## src/sv/pes_pkg.sv

```systemverilog
// shared types, constants and the arctangent table of the pose smoother
package pes_pkg;

  localparam int CFG_IDX_W  = 2;
  localparam int CFG_DATA_W = 17;
  localparam logic [CFG_IDX_W-1:0] REG_ALPHA_TRANS = 2'd0;
  localparam logic [CFG_IDX_W-1:0] REG_ALPHA_ROT   = 2'd1;

  localparam logic [16:0] ALPHA_ONE   = 17'd65536;
  localparam logic [16:0] ALPHA_RESET = 17'd13107;

  localparam logic signed [31:0] ONE_Q30   = 32'sd1073741824;
  localparam logic [32:0]        DOT_LIMIT = 33'd1073204953;

  localparam int XY_W  = 35;
  localparam int Z_W   = 34;
  localparam int MUL_W = 34;

  localparam logic signed [XY_W-1:0] CORDIC_K = 35'sd652032874;

  localparam int CORDIC_STEPS = 30;
  localparam int SQRT_STEPS   = 32;
  localparam int DIV_STEPS    = 32;

  typedef struct packed {
    logic              meas_ok;
    logic signed [31:0] meas_tx;
    logic signed [31:0] meas_ty;
    logic signed [31:0] meas_tz;
    logic signed [31:0] meas_qx;
    logic signed [31:0] meas_qy;
    logic signed [31:0] meas_qz;
    logic signed [31:0] meas_qw;
  } meas_item_t;

  typedef struct packed {
    logic signed [31:0] out_tx;
    logic signed [31:0] out_ty;
    logic signed [31:0] out_tz;
    logic signed [31:0] out_qx;
    logic signed [31:0] out_qy;
    logic signed [31:0] out_qz;
    logic signed [31:0] out_qw;
  } pose_item_t;

  typedef enum logic [4:0] {
    OP_NONE,
    OP_FIRST,
    OP_TRANS_MUL,
    OP_TRANS_UPD,
    OP_DOT_MUL,
    OP_DOT_ACC,
    OP_DSIGN,
    OP_LERP_MUL,
    OP_LERP_UPD,
    OP_DSQ_MUL,
    OP_SQRT_S_START,
    OP_ANG_START,
    OP_THETA_CAP,
    OP_THETA_MUL,
    OP_ROT_A_START,
    OP_ROT_B_START,
    OP_W1_CAP,
    OP_WQ_MUL0,
    OP_WQ_MUL1,
    OP_WQ_UPD,
    OP_SS_MUL,
    OP_SS_ACC,
    OP_SQRT_N_START,
    OP_N_CAP,
    OP_UNIT_Q,
    OP_DIV_START,
    OP_DIV_UPD,
    OP_LOAD_OUT
  } dp_op_t;

  typedef struct packed {
    logic       load_in;
    dp_op_t     op;
    logic [1:0] idx;
  } pes_cmd_t;

  typedef struct packed {
    logic d_big;
    logic n_zero;
    logic cordic_done;
    logic sqrt_done;
    logic div_done;
  } pes_status_t;

  // atan(2^-i) in Q2.30, exact powers of two from step 11 on
  function automatic logic signed [Z_W-1:0] atan_at(input logic [4:0] i);
    logic signed [Z_W-1:0] v;
    case (i)
      5'd0:    v = 34'sd843314857;
      5'd1:    v = 34'sd497837829;
      5'd2:    v = 34'sd263043837;
      5'd3:    v = 34'sd133525159;
      5'd4:    v = 34'sd67021687;
      5'd5:    v = 34'sd33543516;
      5'd6:    v = 34'sd16775851;
      5'd7:    v = 34'sd8388437;
      5'd8:    v = 34'sd4194283;
      5'd9:    v = 34'sd2097149;
      5'd10:   v = 34'sd1048576;
      default: v = Z_W'(1) << (5'd30 - i);
    endcase
    return v;
  endfunction

endpackage

```

## src/sv/pes_ctrl.sv

```systemverilog
// sequencer that steps the datapath through one pose update
module pes_ctrl (
  input  logic                 clk,
  input  logic                 rst,
  input  logic                 meas_valid,
  input  logic                 meas_ok,
  output logic                 meas_ready,
  output logic                 pose_valid,
  input  logic                 pose_ready,
  output pes_pkg::pes_cmd_t    cmd,
  input  pes_pkg::pes_status_t st
);

  typedef enum logic [4:0] {
    S_IDLE, S_FIRST, S_TRANS, S_DOT, S_DSIGN, S_PICK, S_LERP, S_DSQ, S_SQRT_S,
    S_ANG, S_TMUL, S_ROTA, S_ROTB, S_WQ, S_SS, S_NORM, S_SQRT_N, S_NCHK, S_DIV,
    S_EMIT
  } state_t;

  state_t     state, loop_exit;
  logic [1:0] idx, ph, idx_last, ph_last;
  logic       pose_held;
  logic       meas_fire;

  assign meas_ready = (state == S_IDLE);
  assign meas_fire  = meas_valid && meas_ready;

  always_comb begin
    ph_last   = 2'd1;
    idx_last  = 2'd3;
    loop_exit = S_SS;
    unique case (state)
      S_TRANS: begin
        idx_last  = 2'd2;
        loop_exit = S_DOT;
      end
      S_DOT:   loop_exit = S_DSIGN;
      S_WQ:    ph_last = 2'd2;
      S_SS:    loop_exit = S_NORM;
      default: ;
    endcase
  end

  always_comb begin
    cmd.load_in = meas_fire;
    cmd.idx     = idx;
    cmd.op      = pes_pkg::OP_NONE;
    unique case (state)
      S_FIRST: cmd.op = pes_pkg::OP_FIRST;
      S_TRANS: cmd.op = (ph == 2'd0) ? pes_pkg::OP_TRANS_MUL : pes_pkg::OP_TRANS_UPD;
      S_DOT:   cmd.op = (ph == 2'd0) ? pes_pkg::OP_DOT_MUL : pes_pkg::OP_DOT_ACC;
      S_DSIGN: cmd.op = pes_pkg::OP_DSIGN;
      S_LERP:  cmd.op = (ph == 2'd0) ? pes_pkg::OP_LERP_MUL : pes_pkg::OP_LERP_UPD;
      S_DSQ:   cmd.op = (ph == 2'd0) ? pes_pkg::OP_DSQ_MUL : pes_pkg::OP_SQRT_S_START;
      S_SQRT_S: if (st.sqrt_done) cmd.op = pes_pkg::OP_ANG_START;
      S_ANG:    if (st.cordic_done) cmd.op = pes_pkg::OP_THETA_CAP;
      S_TMUL:  cmd.op = (ph == 2'd0) ? pes_pkg::OP_THETA_MUL : pes_pkg::OP_ROT_A_START;
      S_ROTA:   if (st.cordic_done) cmd.op = pes_pkg::OP_ROT_B_START;
      S_ROTB:   if (st.cordic_done) cmd.op = pes_pkg::OP_W1_CAP;
      S_WQ: begin
        unique case (ph)
          2'd0:    cmd.op = pes_pkg::OP_WQ_MUL0;
          2'd1:    cmd.op = pes_pkg::OP_WQ_MUL1;
          default: cmd.op = pes_pkg::OP_WQ_UPD;
        endcase
      end
      S_SS:    cmd.op = (ph == 2'd0) ? pes_pkg::OP_SS_MUL : pes_pkg::OP_SS_ACC;
      S_NORM:  cmd.op = pes_pkg::OP_SQRT_N_START;
      S_SQRT_N: if (st.sqrt_done) cmd.op = pes_pkg::OP_N_CAP;
      S_NCHK:   if (st.n_zero) cmd.op = pes_pkg::OP_UNIT_Q;
      S_DIV: begin
        if (ph == 2'd0) cmd.op = pes_pkg::OP_DIV_START;
        else if (st.div_done) cmd.op = pes_pkg::OP_DIV_UPD;
      end
      S_EMIT:  if (!pose_valid || pose_ready) cmd.op = pes_pkg::OP_LOAD_OUT;
      default: ;
    endcase
  end

  always_ff @(posedge clk) begin
    if (rst) begin
      state      <= S_IDLE;
      idx        <= '0;
      ph         <= '0;
      pose_held  <= 1'b0;
      pose_valid <= 1'b0;
    end else begin
      if (state == S_EMIT && (!pose_valid || pose_ready)) pose_valid <= 1'b1;
      else if (pose_valid && pose_ready) pose_valid <= 1'b0;
      unique case (state)
        S_IDLE: begin
          idx <= '0;
          ph  <= '0;
          if (meas_fire) begin
            if (meas_ok) state <= pose_held ? S_TRANS : S_FIRST;
            else if (pose_held) state <= S_EMIT;
          end
        end
        S_FIRST: begin
          pose_held <= 1'b1;
          state     <= S_EMIT;
        end
        S_TRANS, S_DOT, S_LERP, S_WQ, S_SS: begin
          if (ph == ph_last) begin
            ph <= '0;
            if (idx == idx_last) begin
              idx   <= '0;
              state <= loop_exit;
            end else begin
              idx <= idx + 1'b1;
            end
          end else begin
            ph <= ph + 1'b1;
          end
        end
        S_DSIGN: state <= S_PICK;
        S_PICK:  state <= st.d_big ? S_LERP : S_DSQ;
        S_DSQ: begin
          if (ph == 2'd0) ph <= 2'd1;
          else begin
            ph    <= '0;
            state <= S_SQRT_S;
          end
        end
        S_SQRT_S: if (st.sqrt_done) state <= S_ANG;
        S_ANG:    if (st.cordic_done) state <= S_TMUL;
        S_TMUL: begin
          if (ph == 2'd0) ph <= 2'd1;
          else begin
            ph    <= '0;
            state <= S_ROTA;
          end
        end
        S_ROTA:   if (st.cordic_done) state <= S_ROTB;
        S_ROTB:   if (st.cordic_done) state <= S_WQ;
        S_NORM:   state <= S_SQRT_N;
        S_SQRT_N: if (st.sqrt_done) state <= S_NCHK;
        S_NCHK:   state <= st.n_zero ? S_EMIT : S_DIV;
        S_DIV: begin
          if (ph == 2'd0) ph <= 2'd1;
          else if (st.div_done) begin
            ph <= '0;
            if (idx == 2'd3) state <= S_EMIT;
            else idx <= idx + 1'b1;
          end
        end
        S_EMIT: begin
          if (!pose_valid || pose_ready) state <= S_IDLE;
        end
        default: state <= S_IDLE;
      endcase
    end
  end

  // once a pose is stored it stays stored
  a_held_sticky: assert property (@(posedge clk) disable iff (rst)
    pose_held |=> pose_held)
    else $error("stored pose flag dropped");

  // a failed item with nothing stored produces no work
  a_fail_empty: assert property (@(posedge clk) disable iff (rst)
    meas_fire && !meas_ok && !pose_held |=> state == S_IDLE && !$rose(pose_valid))
    else $error("failed item before first pose was not dropped");

  // the output register is only overwritten when free or being taken
  a_load_free: assert property (@(posedge clk) disable iff (rst)
    cmd.op == pes_pkg::OP_LOAD_OUT |-> !pose_valid || pose_ready)
    else $error("result overwritten while still pending");

  // a fresh item always leaves a pose stored
  a_fresh_held: assert property (@(posedge clk) disable iff (rst)
    meas_fire && meas_ok |=> ##1 pose_held)
    else $error("fresh item did not store a pose");

endmodule

```

## config.mk

```make
export PLATFORM = sky130hd
export DESIGN_NAME = pes_ctrl
export DESIGN_NICKNAME = d
export VERILOG_FILES = /design/src/sv/pes_pkg.sv /design/src/sv/pes_ctrl.sv
export SDC_FILE = /design/constraint.sdc
export NUM_CORES = 1
export LEC_CHECK = 0
export BUFFER_PORTS_ARGS = -buffer_cell sky130_fd_sc_hd__buf_2
export CORE_MARGIN = 2
export CORE_UTILIZATION = 35
export DETAILED_ROUTE_END_ITERATION = 7
export HOLD_SLACK_MARGIN = 0.12
export SYNTH_ARGS = -nofsm -noshare
export SYNTH_HDL_FRONTEND = slang
export SYNTH_SLANG_ARGS = --single-unit
```

## constraint.sdc

```tcl
create_clock -name clk -period 4.42 [get_ports clk]
set_input_delay 0.884 -clock clk [delete_from_list [all_inputs] [get_ports clk]]
set_output_delay 0.884 -clock clk [all_outputs]
set_load 0.05 [all_outputs]
```

==> results.txt <==
Top delay family on crit path = flip-flops
Gr usage total = 18.0%
Sw frac = 58.5%
VDD IR-drop max = 0.211 mV
MaxCap Viol Count = 0
Endpoint class of the critical path = output pin
Pre-antenna DRT Iters = 4
CTS tree = done
Final Hold Viols = 0
Post-synthesis cell type count = 50
Detail Route Antenna Nets = 0
CTS Sinks = 11
Status = complete, no violations
Nets = 202
Area Overhead vs Synth = 8.25%
Cell accounting for the most synthesized area = dfxtp_1
Vias = 1408
Die area = 0.00409 mm2
Final Max Slew Viols = 0
Fin Clk Skew = 6.69 ps
Pwr Total = 0.877 mW
Internal = 0.364 mW
Dominant register cell in the synthesized netlist = dfxtp_1
Syn nets = 191
Synth warnings = 0
Worst Path Buf+Inv = 2
Final setup vio count = 0
Pwr Density = 643 mW/mm2
First-pass GRT wire length = 5960 um
GR Overflow Total = 0
Slew Limit Headroom = 43.2%
Yosys top cell area share = 17.5%
Ant diodes = 0
Setup Crit Path Kind = flip-flop to output pin
CTS H-tree lvls = 1
Final Critical Period = 3470 ps
Routability congestion estimate = 0.980
Die height = 64.0 um
Total wire length = 3540 um
Final non-filler cell total = 233
Worst slack, placed = 1290 ps
CP cell instances = inv_1 -> or3_1 -> o21ai_0 -> a31oi_1 -> o311ai_0 -> buf_2
Worst Max-Slew Pin Slew = 851 ps
Later-pin clock latency in the skew report = 290 ps
Cts repair resizes = 0
Clock Tree Buf Depth = 2
Vias in the first global route = 1241
Cells after Synth = 177
Row count = 21
Seq pwr share = 21.4%
Num ports = 20
Cells after DPL = 229
CTS buffer count = 3
Critical path required time = 3540 ps
Largest net degree at the start of global routing = 28
Drt wl/cell = 15.2 um
Asr flop ratio synth = 0%
Post-route setup TNS = 0 ps
Remaining DRCs = 0
# port buffers = 19
Initial antenna violation count = 0
Root Buffer Master = clkbuf_4
Flop2flop setup slack = 1710 ps
Core footprint = 0.00339 mm2
Average cell area after synthesis = 7.11 um2
Share of cells above drive strength 1 = 16.0%
CP Launch Type = flip-flop
# Post-CTS Setup Buffers = 0
Top cells by area, synth = dfxtp_1, o21ai_0, nor2_1
Min-Delay Path Class = flip-flop to flip-flop
Final setup margin = 946 ps
RSZ-0062 raised after global routing = false
Die width = 64.0 um
Psw = 0.513 mW
Final period util = 78.6%
Clock slew at reported path FFs = 80 ps
Combinational share of power = 70.0%
Vias per std cell = 6.04
Initial Utilization = 37.1%
Mapped cell area = 0.00126 mm2
Max FO, Critical Path = 27
HPWL after DPL = 2580 um
Sequential area share after synthesis = 17.5%
Pleak = 0.515 nW
Slowest cell delay on critical path = 880 ps
FMAX = 288 MHz
Clock Power Share = 8.6%
Hold Buf Count CTS = 0
WP data arrival = 2590 ps
Synth Register Bits = 11
Slowest CP cell = dfxtp_1
Number of synthesized flops with an enable pin = 0
First-iteration detailed-routing DRC count = 112
-- metal layers --
metal,vias to the layer above,wire length (um),global-route usage [%]
met5,-,0,0
met2,51,1620,28.4
met1,670,1700,25.8
met4,0,16,2.45
li1,682,-,-
met3,5,211,3.70
-- power by group through the flow --
stage / registers [mW] / logic, mW / clock network [mW]
final: 0.187 / 0.614 / 0.0756
after global routing: 0.193 / 0.668 / 0.0842
after CTS: 0.185 / 0.612 / 0.0781
after floorplan: 0.149 / 0.537 / 0
after global placement: 0.187 / 0.612 / 0
after detailed placement: 0.187 / 0.610 / 0
-- cells in the mapped netlist, drive strengths merged, types with 2 or more instances --
cell type,number
inv,9
buf,8
a32oi,2
nor3,7
nand2,15
o221ai,3
a31oi,2
o21ai,16
a22o,2
dfxtp,11
mux2i,5
nand2b,5
or4,2
a311oi,2
nor4,4
xnor2,2
and3b,2
a211oi,4
nor2b,6
and3,3
nor2,16
clkbuf,7
ha,4
a22oi,3
o22ai,4
a21oi,9
nand3,7
-- per-stage QoR --
stage                     hold WS (ps)  utilization (%)  cell area [um2]
after floorplan                    476                -             1260
after global placement             492             39.4             1340
after detailed placement           497             39.4             1340
after CTS                          508             40.2             1360
after global routing               565             40.2             1360
final                              505             40.2             1360
-- final timing paths --
kind              cells after the start                  start                   to
setup / recovery                      6  state[0]$_SDFFE_PP0P_               cmd[6]
hold / removal                        2    idx[1]$_SDFFE_PP0P_  idx[1]$_SDFFE_PP0P_
setup reg to reg                      6  state[2]$_SDFFE_PP0P_  idx[0]$_SDFFE_PP0P_
hold reg to reg                       2    idx[1]$_SDFFE_PP0P_  idx[1]$_SDFFE_PP0P_
-- area by class of cell --
| cell class | count | area (um2) |
|---|---|---|
| repair buffers | 21 | 110 |
| flip-flops and latches | 11 | 220 |
| well taps | 46 | 57.6 |
| clock buffers | 4 | 26.3 |
| fillers | 364 | 2030 |
| inverters | 9 | 33.8 |
| multi-input cells | 142 | 915 |
-- registers in the layout (all words and copies together) (netlist names) --
register and flops:
idx 2, ph 2, pose_held 1, pose_valid 1, state 5
-- logic make-up (layout without fill, tap and decap cells) --
| logic type | after synthesis | count (layout) | share of synthesized area, % |
|---|---|---|---|
| multiplexers | 6 | 6 | 4.87 |
| XOR/XNOR | 2 | 2 | 1.39 |
| AND/OR/NAND/NOR | 73 | 73 | 32.1 |
| buffers and inverters | 24 | 34 | 9.84 |
| adder cells (fa/ha/maj) | 4 | 4 | 3.98 |
| AO/OA/AOI/OAI | 57 | 57 | 30.3 |
| flip-flops | 11 | 11 | 17.5 |
-- cells in the final DEF (no fill, tap or decap), types with 3 or more instances in the layout --
master,Yosys,layout
a211oi_1,4,4
a21oi_1,9,9
and3_1,3,3
buf_2,3,19
clkbuf_4,0,3
dfxtp_1,11,11
ha_1,4,4
inv_1,9,9
mux2i_1,5,5
nand2_1,15,15
nand2b_1,5,5
nand3_1,7,7
nor2_1,16,16
nor2b_1,6,6
nor3_1,7,7
o21ai_0,16,16
o221ai_1,3,3
o22ai_1,4,4
-- worst reg2reg max path, stage by stage (launching register included) --
cell and delay, ps:
dfxtp_1 800, and3b_4 360, a22oi_2 120, o41ai_1 730, nand2b_1 240, mux2_2 340, nor2_1 70
(Power assumes the default switching activity.)
